### config.mk
export PLATFORM = sky130hd
export DESIGN_NAME = bdtw_acc_unit
export DESIGN_NICKNAME = d
export VERILOG_FILES = /design/src/hw/rtl/bdtw_pkg.sv /design/src/hw/rtl/bdtw_acc_unit.sv
export SDC_FILE = /design/constraint.sdc
export NUM_CORES = 1
export LEC_CHECK = 0
export BUFFER_PORTS_ARGS = -buffer_cell sky130_fd_sc_hd__buf_2
export CAP_MARGIN = 20
export CORE_MARGIN = 10
export CORE_UTILIZATION = 25
export DETAILED_ROUTE_END_ITERATION = 7
export PLACE_DENSITY_LB_ADDON = 0.15
export SLEW_MARGIN = 0
export SYNTH_ARGS = -nofsm -noshare
export SYNTH_HDL_FRONTEND = slang
export SYNTH_SLANG_ARGS = --single-unit
### constraint.sdc
create_clock -name vclk -period 5.81
set_clock_uncertainty 0.2 [all_clocks]
set_input_delay 0.2905 -clock vclk [all_inputs]
set_output_delay 0.2905 -clock vclk [all_outputs]
set_load 0.01 [all_outputs]
### src/hw/rtl/bdtw_pkg.sv
// ============================================================================
// Banded DTW distance package
// Shared sizes, field widths, command codes and the cost sentinel.
// ============================================================================
package bdtw_pkg;

  localparam int MAX_QUERY    = 1024;
  localparam int MAX_TEMPLATE = 1024;

  localparam int QA_W = $clog2(MAX_QUERY);
  localparam int TA_W = $clog2(MAX_TEMPLATE);
  localparam int CA_W = $clog2(3 * MAX_TEMPLATE);
  // Signed width of the band upper edge computation.
  localparam int HW   = ((QA_W > TA_W) ? QA_W : TA_W) + 3;

  localparam int CMD_W      = 2;
  localparam int IDX_W      = 10;
  localparam int SAMPLE_W   = 16;
  localparam int LEN_W      = 11;
  localparam int DIST_W     = 22;
  localparam int POS_W      = 10;
  localparam int IN_DATA_W  = 48;
  localparam int OUT_DATA_W = 40;

  localparam int COST_W = 32;
  localparam int D_W    = 16;
  localparam int D3_W   = 18;

  localparam logic [COST_W-1:0] SENTINEL = 32'd2560000;

  localparam logic [CMD_W-1:0] CMD_LOAD_QUERY    = 2'd0;
  localparam logic [CMD_W-1:0] CMD_LOAD_TEMPLATE = 2'd1;
  localparam logic [CMD_W-1:0] CMD_COMPUTE       = 2'd2;

endpackage

### src/hw/rtl/bdtw_acc_unit.sv
// ============================================================================
// Banded DTW accumulate unit
// Saturating add of a step cost to a neighbor cost, then minimum against the
// running candidate. Shared by all three predecessor terms of a cell.
// ============================================================================
module bdtw_acc_unit import bdtw_pkg::*; (
  input  logic [COST_W-1:0] operand,
  input  logic [D3_W-1:0]   addend,
  input  logic [COST_W-1:0] acc,
  output logic [COST_W-1:0] result
);

  logic [COST_W:0]   sum;
  logic [COST_W-1:0] sat;

  always_comb begin
    sum    = {1'b0, operand} + (COST_W + 1)'(addend);
    sat    = sum[COST_W] ? {COST_W{1'b1}} : sum[COST_W-1:0];
    result = (sat < acc) ? sat : acc;
  end

endmodule

; Yosys cells after proc, flatten, opt, wreduce, memory -nomap -nowiden
; Index checks and enable logic that the tools add are counted.
[totals]
memories = 0
romBits = 0
regBits = 0
word_cells = 4
latch_bits = 0
input_bits = 82
output_inout_bits = 32
mem_bits_rw = 0
[classes]
bitwise_logic = 0
n_addsub = 1
muxes = 2
n_reduce_logical = 0
magnitude_cmp = 1
n_div = 0
shifts = 0
n_eq_ne = 0
mul = 0
[ops]
columns = operator, n
row1 = 32-bit 2-to-1 mux, 2
row2 = 32-bit by 18-bit adder with 33-bit output, 1
row3 = 32-bit < comparator, 1

; Depth between registers and ports, before layout
; Gate-level depths: netlist (run 1).
[logic_depth]
ltp_word = 4
ltp_mapped = 20
depth_no_buf = 18

; Worst setup path before layout (run 1)
; No wires, ideal clock.
[synth_path]
path_kind = input to output
startpoint = input port operand[0]
endpoint = output port result[10]
setup_slack_ps = 926
t_arrival_ps = 4394
t_required_ps = 5319
path_buffers = 2
cell_stages = 19
cell_sequence = ha_1 > fa_1 > a211oi_2 > o21ai_2 > o211a_1 > o211ai_1 > and2_1 > buf_2 > mux2_2 > ha_1 > nand4_1 > nor4_1 > nand2_1 > a2111o_1 > a31oi_1 > a21o_1 > a211o_2 > buf_6 > mux2_4
[synth_via]
elab_chain_len = 4
[synth_lines]
columns = element, line
row1 = start: declaration, bdtw_acc_unit.sv:7  ; input logic [COST_W-1:0] operand,
row2 = 32-bit by 18-bit adder with 33-bit output *, bdtw_acc_unit.sv:17  ; sum = {1'b0, operand} + (COST_W + 1)'(addend);
row3 = 32-bit 2-to-1 mux *, bdtw_acc_unit.sv:18  ; sat = sum[COST_W] ? {COST_W{1'b1}} : sum[COST_W-1:0];
row4 = 32-bit < comparator, bdtw_acc_unit.sv:19  ; result = (sat < acc) ? sat : acc;
row5 = 32-bit 2-to-1 mux *, bdtw_acc_unit.sv:19
row6 = end: declaration, bdtw_acc_unit.sv:10  ; output logic [COST_W-1:0] result
; Mark *: on every way between the ends. The rest lies on a longest branch, timed or not.

; Worst setup path after layout (run 1)
[layout_path]
startpoint = input port operand[0]
endpoint = output port result[21]
; The elaborated chain is that of the path after synthesis.

==> out/metrics.cfg, run 1 <==
[outcome]
outcome = complete, no violations

[layout]
layout.clock_buffers = 0
layout_commonest_cell = buf_2
final_design_area_no_fill_sq_um = 3360
diodes = 0
commonest_cells_after_routing_fill_and_taps_aside = buf_2 (114), ha_1 (49), nand2_1 (36)
stdcell_count = 591
nNetsFinal = 589
post_route_cells_drive_above_1_share = 0.358
seq_cell_count = 0
layout.core_utilization = 0.328
area_growth_syn_to_layout_pct = 28.7
seq_area_sq_um = 0
multi_input_comb_area_sq_um = 2430
fill_cell_instance_count_of_the_final_layout = 1125

[critical_path]
worst_path_dominant_cell_family = compound AO/OA/AOI/OAI gates
capturing_instance_or_port_of_the_critical_path = result[21]
cp.required_ns = 5.32
critPathLaunch = operand[0]
path_cells = buf_2 -> ha_1 -> fa_1 -> a211oi_2 -> o21ai_2 -> o211a_1 -> o211ai_1 -> and2_1 -> mux2_2 -> ha_1 -> nand4_1 -> nor4_2 -> nand2_1 -> a2111o_1 -> a31oi_1 -> a21o_1 -> a211o_2 -> buf_12 -> mux2_4 -> buf_2
critical_path.startpoint_type = input pin
cpMaxStageDelayCell = fa_1
critPathKind = input pin to output pin
critPathMaxStageDelay_ns = 0.45
endpoint_kind = output pin
worst-path-stages = 20
worstPathBufferInverterCount = 3
top_fanout_value_on_the_critical_path = 17
crit_arrival_ns = 4.97

[global_route]
globalRouteOverflowTotal = 0
antenna_found_initial = 0
first_global_vias = 2961
grt_pass1_wl_microns = 14100
pin_count_of_the_biggest_net_entering_global_routing = 18
globalRouteTotalUtil = 0.110

[yosys]
sequential_cell_area_fraction_in_the_yosys_report = 0
syn-instance-count = 345
postSynthAreaPerCell_sq_um = 7.57
post_synth_main_area_contributors = ha_1 (23%), mux2_4 (17%), a21oi_1 (5.2%)
ys_types = 43
synth-warning-count = 0
synth_largest_type_area_fraction = 0.235
synth_top_cell_by_area = ha_1
synth_fp_nets = 477
synth.cell_area_sq_um = 2610

[detailed_routing]
route.top_layer_used = met4
wl_met3_microns = 579
antenna_violating_nets_post_route = 0
m1WireLength_microns = 4230
finalWirelength_microns = 8820
dr.first_iter.drc_count = 103
drc = 0
met2WireLength_microns = 3960
num_vias = 2801
detail_route.wl_per_cell_microns = 14.9
firstDrtPassIters = 4
routed_via_density = 4.74

[timing]
finalSetupViolCount = 0
fin_hold_ws_ns = 0.708
grt_setup_unrepaired = no
hold_violations = 0
slew_violations = 0
final.min_clock_period_ns = 5.46
fmaxAchievable_mhz = 183
worst-slew-pin-transition_ns = 0.487
timing.final.crit_share = 0.940
accumulated_negative_setup_slack_ns = 0
timing.max_slew.rel_slack = 0.672

[pwr]
max-vdd-ir-drop_uv = 53.4
power_density_nw_per_um2 = 122
p_leak_uw = 0.00185

[flow_run]
cap_violations = 0

[placement]
place_congestion = 0.829
detailed_place_hpwl_microns = 7920
place_inst = 591
post_dp_cell_area_sq_um = 3350
io_buffer_count = 114

[clocking]
holdBufCountCts = 0

[hold_path]
hold_class = input pin to output pin

[floorplanning]
floorplan.io_pins = 114
die_area_sq_um = 14900
horizontal_die_dimension_microns = 122
coreArea_sq_um = 10200
floorplan.rows = 37
chipHeight_microns = 122
initial_utilization = 0.255

## area by class of cell
| type | count | area share |
|---|---|---|
| well taps | 136 | 0.0507 |
| inverters | 34 | 0.0380 |
| multi-input cells | 302 | 0.723 |
| repair buffers | 119 | 0.189 |
## report_power, final
group / internal, uW / switching (uW)
Combinational: 202 / 207
Clock: 0 / 0
Sequential: 0 / 0
## cells in the mapped netlist, types with 2 or more instances
| cell | instances |
|---|---|
| a21oi_1 | 27 |
| o31ai_1 | 2 |
| a211o_1 | 2 |
| o21ai_2 | 3 |
| o21ai_1 | 4 |
| o211ai_1 | 6 |
| and4_1 | 3 |
| nor2b_1 | 2 |
| mux2_4 | 30 |
| o21a_1 | 5 |
| inv_1 | 34 |
| ha_1 | 49 |
| buf_2 | 4 |
| nand3_1 | 14 |
| a21o_1 | 11 |
| and3_1 | 9 |
| a211oi_2 | 2 |
| xor2_1 | 8 |
| and2_1 | 3 |
| mux2_2 | 5 |
| clkbuf_1 | 2 |
| nand4_1 | 7 |
| o2111ai_1 | 2 |
| nor2_1 | 13 |
| nand2b_1 | 5 |
| a211oi_1 | 2 |
| xnor2_1 | 7 |
| or3_1 | 6 |
| buf_6 | 3 |
| nand2_1 | 36 |
| nor3_1 | 4 |
| o21ai_0 | 21 |
| a31oi_1 | 4 |
## layer usage
layer / track usage / vias up
li1: - / 1493
met5: 0 / -
met4: 0.0125 / 0
met3: 0.0199 / 4
met2: 0.190 / 84
met1: 0.144 / 1220
## what timing repair did
action                     in CTS  in global routing
resized for setup               0                  1
buffers inserted                0                  0
setup endpoints to repair       0                 32
## cell families (layout without fill, tap and decap cells)
group	Yosys count	in the layout	share of synthesized area
buffers and inverters	43	153	0.0724
AND/OR/NAND/NOR	105	105	0.199
multiplexers	35	35	0.194
AO/OA/AOI/OAI	97	97	0.241
XOR/XNOR	15	15	0.0503
adder cells (fa/ha/maj)	50	50	0.243
## how the worst min path moves through the flow
stage / from / depth (start not counted) / end
after floorplan: acc[10] / 1 / result[10]
after global placement: acc[11] / 3 / result[11]
after detailed placement: acc[18] / 3 / result[18]
after CTS: acc[27] / 3 / result[27]
after global routing: acc[4] / 3 / result[4]
final: acc[27] / 3 / result[27]
## stage by stage
step	setup slack, ns	total power (uW)
2_1_floorplan	0.926	280
3_3_place_gp	0.268	412
3_5_place_dp	0.232	411
4_1_cts	0.211	414
5_1_grt	0.0453	458
6_report	0.350	408
Power figures use the tool's default switching activity.
==> run 2, diff against run 1 <==
--- a/config.mk
+++ b/config.mk
@@ -8,7 +8,7 @@
 export BUFFER_PORTS_ARGS = -buffer_cell sky130_fd_sc_hd__buf_2
 export CAP_MARGIN = 20
 export CORE_MARGIN = 10
-export CORE_UTILIZATION = 25
+export CORE_UTILIZATION = 51
 export DETAILED_ROUTE_END_ITERATION = 7
 export PLACE_DENSITY_LB_ADDON = 0.15
 export SLEW_MARGIN = 0
==> run 2 against run 1 <==
Compared with the run above:
- setup slack worse by 0.034 ns
- routed wire length down 13%
- worst hold slack worse by 0.0026 ns
- core utilization up 35 points
- combinational power down 2%
- die area down 44%
- power down 1.8%
- maximum frequency down 0.63%
- non-clock buffer count unchanged
- final cell count down 12%
- cell area down 2.6%
- critical path depth up 1
- critical path type unchanged
- highest routed layer unchanged
==> out/metrics.cfg, run 2 (synthesized netlist as in run 1, its figures left out) <==
[timing]
timing.final.crit_share = 0.946  ; was 0.940
hold_violations = 0  ; unchanged
fin_hold_ws_ns = 0.706  ; was 0.708 ns
worst-slew-pin-transition_ns = 0.481  ; was 0.487 ns
slew_violations = 0  ; unchanged
grt_setup_unrepaired = no  ; unchanged
final.min_clock_period_ns = 5.49  ; was 5.46 ns
accumulated_negative_setup_slack_ns = 0  ; unchanged
fmaxAchievable_mhz = 182  ; was 183 MHz
finalSetupViolCount = 0  ; unchanged
timing.max_slew.rel_slack = 0.676  ; was 0.672

[layout]
seq_area_sq_um = 0  ; unchanged
layout_commonest_cell = buf_2  ; unchanged
fill_cell_instance_count_of_the_final_layout = 455  ; was 1,125
seq_cell_count = 0  ; unchanged
nNetsFinal = 589  ; unchanged
diodes = 0  ; unchanged
commonest_cells_after_routing_fill_and_taps_aside = buf_2 (114), ha_1 (49), nand2_1 (36)  ; unchanged
area_growth_syn_to_layout_pct = 25.4  ; was 28.7%
multi_input_comb_area_sq_um = 2440  ; was 2430 sq um
post_route_cells_drive_above_1_share = 0.363  ; was 0.358
layout.clock_buffers = 0  ; unchanged

[pwr]
seq_power_share = 0  ; about the same
max-vdd-ir-drop_uv = 70.9  ; was 53.4 uV
relative_contribution_of_the_clock_network_to_total_power = 0  ; about the same
p_leak_uw = 0.00185  ; about the same
p_comb_frac = 1.000  ; about the same
swShare = 0.501  ; was 0.507
power_density_nw_per_um2 = 123  ; was 122 nW/um^2
switching_power_uw = 201  ; was 207 uW
internal_power_uw = 200  ; was 202 uW

[global_route]
globalRouteTotalUtil = 0.169  ; was 0.110
pin_count_of_the_biggest_net_entering_global_routing = 20  ; was 18
first_global_vias = 2924  ; was 2,961
globalRouteOverflowTotal = 0  ; unchanged
antenna_found_initial = 0  ; unchanged
grt_pass1_wl_microns = 12600  ; was 14,100 microns

[detailed_routing]
antenna_violating_nets_post_route = 0  ; unchanged
detail_route.wl_per_cell_microns = 14.6  ; was 14.9 microns
firstDrtPassIters = 4  ; unchanged
drc = 0  ; unchanged
dr.first_iter.drc_count = 119  ; was 103
num_vias = 2932  ; was 2,801
finalWirelength_microns = 7630  ; was 8820 microns
routed_via_density = 5.62  ; was 4.74

[floorplanning]
horizontal_die_dimension_microns = 91.5  ; was 122 microns
die_area_sq_um = 8380  ; was 14,900 sq um
initial_utilization = 0.538  ; was 0.255
chipHeight_microns = 91.5  ; was 122 microns
floorplan.io_pins = 114  ; unchanged
floorplan.rows = 25  ; was 37
coreArea_sq_um = 4850  ; was 10,200 sq um

[hold_path]
hold_class = input pin to output pin  ; unchanged

[placement]
detailed_place_hpwl_microns = 6750  ; was 7920 microns
place_congestion = 0.919  ; was 0.829
io_buffer_count = 114  ; unchanged

[critical_path]
cp.required_ns = 5.32  ; about the same
critical_path.startpoint_type = input pin  ; unchanged
top_fanout_value_on_the_critical_path = 19  ; was 17
crit_arrival_ns = 5.00  ; was 4.97 ns
critPathKind = input pin to output pin  ; unchanged
critPathLaunch = operand[0]  ; unchanged
capturing_instance_or_port_of_the_critical_path = result[0]  ; was result[21]
endpoint_kind = output pin  ; unchanged

[flow_run]
cap_violations = 0  ; unchanged

[clocking]
holdBufCountCts = 0  ; unchanged

[outcome]
outcome = complete, no violations  ; unchanged

## run 2: cell counts in the layout (fill, tap and decap cells not counted)
No cell type changed its count.
## run 2: worst min-delay path by stage
stage,startpoint,endpoint,slack [ns],cells past startpoint
6_report,acc[26],result[26],0.71,3
3_3_place_gp,acc[29],result[29],0.71,3
2_1_floorplan,acc[10],result[10],0.52,1
3_5_place_dp,acc[27],result[27],0.71,3
4_1_cts,acc[27],result[27],0.71,3
5_1_grt,acc[3],result[3],0.72,3
## run 2: layout make-up
class | instances | share of cell area
Tap cell | 67 | 0.0256
Multi-Input combinational cell | 302 | 0.745
Timing Repair Buffer | 119 | 0.191
Inverter | 34 | 0.0390
## run 2: power by group through the flow
stage	Clock, uW	Combinational, uW	Sequential (uW)
floorplan	0	280	0
global placement	0	392	0
detailed placement	0	399	0
CTS	0	402	0
global route	0	451	0
finish	0	401	0
## run 2: critical path, stage by stage
cell and delay, ns:
buf_2 0.10, ha_1 0.22, fa_1 0.44, a211oi_2 0.29, o21ai_2 0.16, o211a_1 0.28
o211ai_1 0.24, a21o_2 0.26, nand2_1 0.07, mux2_2 0.27, ha_1 0.29, nand4_1 0.13
nor4_2 0.35, nand2_1 0.14, a2111o_1 0.29, a31oi_1 0.16, a21o_1 0.15, a211o_2 0.17
buf_12 0.19, mux2_2 0.35, buf_2 0.14
## run 2: per-layer routing
layer / GRT usage / up-vias / routed length, microns
li1: - / 1498 / -
met4: 0.0339 / 0 / 119
met1: 0.194 / 1327 / 3190
met2: 0.313 / 95 / 3830
met5: 0 / - / 0
met3: 0.0296 / 12 / 492
## run 2: repair_timing
item	CTS	global route
buffers inserted	0	0
endpoints found under the setup margin	0	32
resized for setup	0	4
## run 2: per-stage QoR
stage | cell area (sq um) | setup slack, ns | power [uW] | cells | util
global placement | 3250 | 0.331 | 392 | 522 | 0.671
CTS | 3250 | 0.106 | 402 | 522 | 0.671
floorplan | 2610 | 0.926 | 280 | 345 | -
finish | 3270 | 0.315 | 401 | 522 | 0.675
detailed placement | 3250 | 0.117 | 399 | 522 | 0.671
global route | 3270 | 0.0375 | 451 | 522 | 0.675
==> run 3, diff against run 2 <==
--- a/config.mk
+++ b/config.mk
@@ -7,11 +7,14 @@
 export LEC_CHECK = 0
 export BUFFER_PORTS_ARGS = -buffer_cell sky130_fd_sc_hd__buf_2
 export CAP_MARGIN = 20
+export CELL_PAD_IN_SITES_DETAIL_PLACEMENT = 0
+export CELL_PAD_IN_SITES_GLOBAL_PLACEMENT = 1
 export CORE_MARGIN = 10
-export CORE_UTILIZATION = 51
+export CORE_UTILIZATION = 35
 export DETAILED_ROUTE_END_ITERATION = 7
 export PLACE_DENSITY_LB_ADDON = 0.15
 export SLEW_MARGIN = 0
 export SYNTH_ARGS = -nofsm -noshare
 export SYNTH_HDL_FRONTEND = slang
 export SYNTH_SLANG_ARGS = --single-unit
+export TNS_END_PERCENT = 10
==> run 3 against run 2 <==
Compared with the run above:
- via count decreased by 4.0%
- non-clock buffer count unchanged
- power increased by 1.1%
- setup slack improved by 0.030 ns
- critical endpoint is now result[31]
- largest power group unchanged
==> out/metrics.cfg, run 3 (synthesized netlist as in run 1, its figures left out) <==
[layout]
seq_cell_count = 0  ; unchanged
nNetsFinal = 589  ; unchanged
post_route_cells_drive_above_1_share = 0.356  ; was 0.363
diodes = 0  ; unchanged
commonest_cells_after_routing_fill_and_taps_aside = buf_2 (114), ha_1 (49), nand2_1 (36)  ; unchanged
area_growth_syn_to_layout_pct = 26.2  ; was 25.4%
final_design_area_no_fill_sq_um = 3290  ; was 3270 sq um
layout.clock_buffers = 0  ; unchanged
seq_area_sq_um = 0  ; unchanged
layout_commonest_cell = buf_2  ; unchanged

[floorplanning]
initial_utilization = 0.360  ; was 0.538
coreArea_sq_um = 7250  ; was 4850 sq um
die_area_sq_um = 11300  ; was 8380 sq um
floorplan.rows = 31  ; was 25
horizontal_die_dimension_microns = 106  ; was 91.5 microns
floorplan.io_pins = 114  ; unchanged
chipHeight_microns = 106  ; was 91.5 microns

[detailed_routing]
detail_route.wl_per_cell_microns = 14.8  ; was 14.6 microns
finalWirelength_microns = 8230  ; was 7630 microns
firstDrtPassIters = 4  ; unchanged
dr.first_iter.drc_count = 148  ; was 119
routed_via_density = 5.08  ; was 5.62
drc = 0  ; unchanged
num_vias = 2816  ; was 2,932
antenna_violating_nets_post_route = 0  ; unchanged

[timing]
hold_violations = 0  ; unchanged
worst-slew-pin-transition_ns = 0.499  ; was 0.481 ns
timing.final.crit_share = 0.941  ; was 0.946
grt_setup_unrepaired = no  ; unchanged
slew_violations = 0  ; unchanged
final.min_clock_period_ns = 5.46  ; was 5.49 ns
finalSetupViolCount = 0  ; unchanged
fmaxAchievable_mhz = 183  ; was 182 MHz
timing.max_slew.rel_slack = 0.664  ; was 0.676
accumulated_negative_setup_slack_ns = 0  ; unchanged

[clocking]
holdBufCountCts = 0  ; unchanged
cts.repair_timing.setup_buffer_count = 0  ; unchanged
cts_resized = 0  ; unchanged

[pwr]
p_leak_uw = 0.00184  ; was 0.00185 uW
swShare = 0.508  ; was 0.501
max-vdd-ir-drop_uv = 39.3  ; was 70.9 uV
power_density_nw_per_um2 = 123  ; about the same
switching_power_uw = 206  ; was 201 uW
p_comb_frac = 1.000  ; about the same
internal_power_uw = 200  ; about the same
seq_power_share = 0  ; about the same
p_total_uw = 405  ; was 401 uW
relative_contribution_of_the_clock_network_to_total_power = 0  ; about the same

[critical_path]
critPathMaxStageDelay_ns = 0.44  ; about the same
cpMaxStageDelayCell = fa_1  ; unchanged
crit_arrival_ns = 4.97  ; was 5.00 ns
endpoint_kind = output pin  ; unchanged
worst_path_dominant_cell_family = compound AO/OA/AOI/OAI gates  ; unchanged
critPathKind = input pin to output pin  ; unchanged
cp.required_ns = 5.32  ; about the same
path_cells = buf_2 -> ha_1 -> fa_1 -> a211oi_2 -> o21ai_2 -> o211a_1 -> o211ai_1 -> a21o_1 -> buf_4 -> o21ai_0 -> ha_1 -> nand4_1 -> nor4_1 -> nand2_1 -> a2111o_1 -> a31oi_1 -> a21o_1 -> a211o_2 -> buf_12 -> mux2_2 -> buf_2  ; was buf_2 -> ha_1 -> fa_1 -> a211oi_2 -> o21ai_2 -> o211a_1 -> o211ai_1 -> a21o_2 -> nand2_1 -> mux2_2 -> ha_1 -> nand4_1 -> nor4_2 -> nand2_1 -> a2111o_1 -> a31oi_1 -> a21o_1 -> a211o_2 -> buf_12 -> mux2_2 -> buf_2
critical_path.startpoint_type = input pin  ; unchanged
critPathLaunch = operand[0]  ; unchanged
worstPathBufferInverterCount = 4  ; was 3
top_fanout_value_on_the_critical_path = 23  ; was 19

[flow_run]
cap_violations = 0  ; unchanged

[outcome]
outcome = complete, no violations  ; unchanged

[hold_path]
min_delay_path_depth = 3  ; unchanged
hold_class = input pin to output pin  ; unchanged
hold_path_end = result[20]  ; was result[26]
timing.hold.worst.start = acc[20]  ; was acc[26]

[placement]
place_congestion = 0.867  ; was 0.919
post_dp_cell_area_sq_um = 3290  ; was 3250 sq um
detailed_place_hpwl_microns = 7400  ; was 6750 microns
io_buffer_count = 114  ; unchanged

[global_route]
globalRouteTotalUtil = 0.140  ; was 0.169
grt_pass1_wl_microns = 14000  ; was 12,600 microns
globalRouteOverflowTotal = 0  ; unchanged
pin_count_of_the_biggest_net_entering_global_routing = 24  ; was 20
antenna_found_initial = 0  ; unchanged
first_global_vias = 3021  ; was 2,924

[run 3: cell counts in the layout (fill, tap and decap cells not counted)]
No cell type changed its count.
[run 3: power groups by stage]
stage | clock (uW) | sequential, uW | combinational [uW]
2_1_floorplan | 0 | 0 | 280
3_3_place_gp | 0 | 0 | 405
3_5_place_dp | 0 | 0 | 408
4_1_cts | 0 | 0 | 410
5_1_grt | 0 | 0 | 458
6_report | 0 | 0 | 405
[run 3: how the worst max path moves through the flow]
| stage | endpoint | slack [ns] | depth (start not counted) |
|---|---|---|---|
| finish | result[31] | 0.35 | 21 |
| global route | result[0] | 0.02 | 20 |
| CTS | result[0] | 0.35 | 21 |
| detailed placement | result[0] | 0.36 | 21 |
| global placement | result[31] | 0.45 | 20 |
| floorplan | result[10] | 0.93 | 19 |
[run 3: cell type report]
| cell class | instances | area (sq um) |
|---|---|---|
| Timing Repair Buffer | 119 | 621 |
| Fill cell | 792 | 3960 |
| Multi-Input combinational cell | 302 | 2420 |
| Tap cell | 99 | 124 |
| Inverter | 34 | 128 |
[run 3: metal layers]
layer / routed length [microns] / vias up / GRT usage / part of all wire
met3: 483 / 2 / 0.0211 / 0.059
met4: 14 / 0 / 0.00290 / 0.0017
met5: 0 / - / 0 / 0
met2: 3870 / 70 / 0.254 / 0.47
met1: 3860 / 1255 / 0.179 / 0.47
li1: - / 1489 / - / -
[run 3: stage by stage]
stage	hold slack (ns)	util	std cells	worst slack (ns)
after floorplan	0.516	-	345	0.926
after global placement	0.711	0.454	554	0.447
after detailed placement	0.712	0.454	554	0.363
after CTS	0.712	0.454	554	0.353
after global routing	0.720	0.454	554	0.0201
final	0.707	0.454	554	0.345
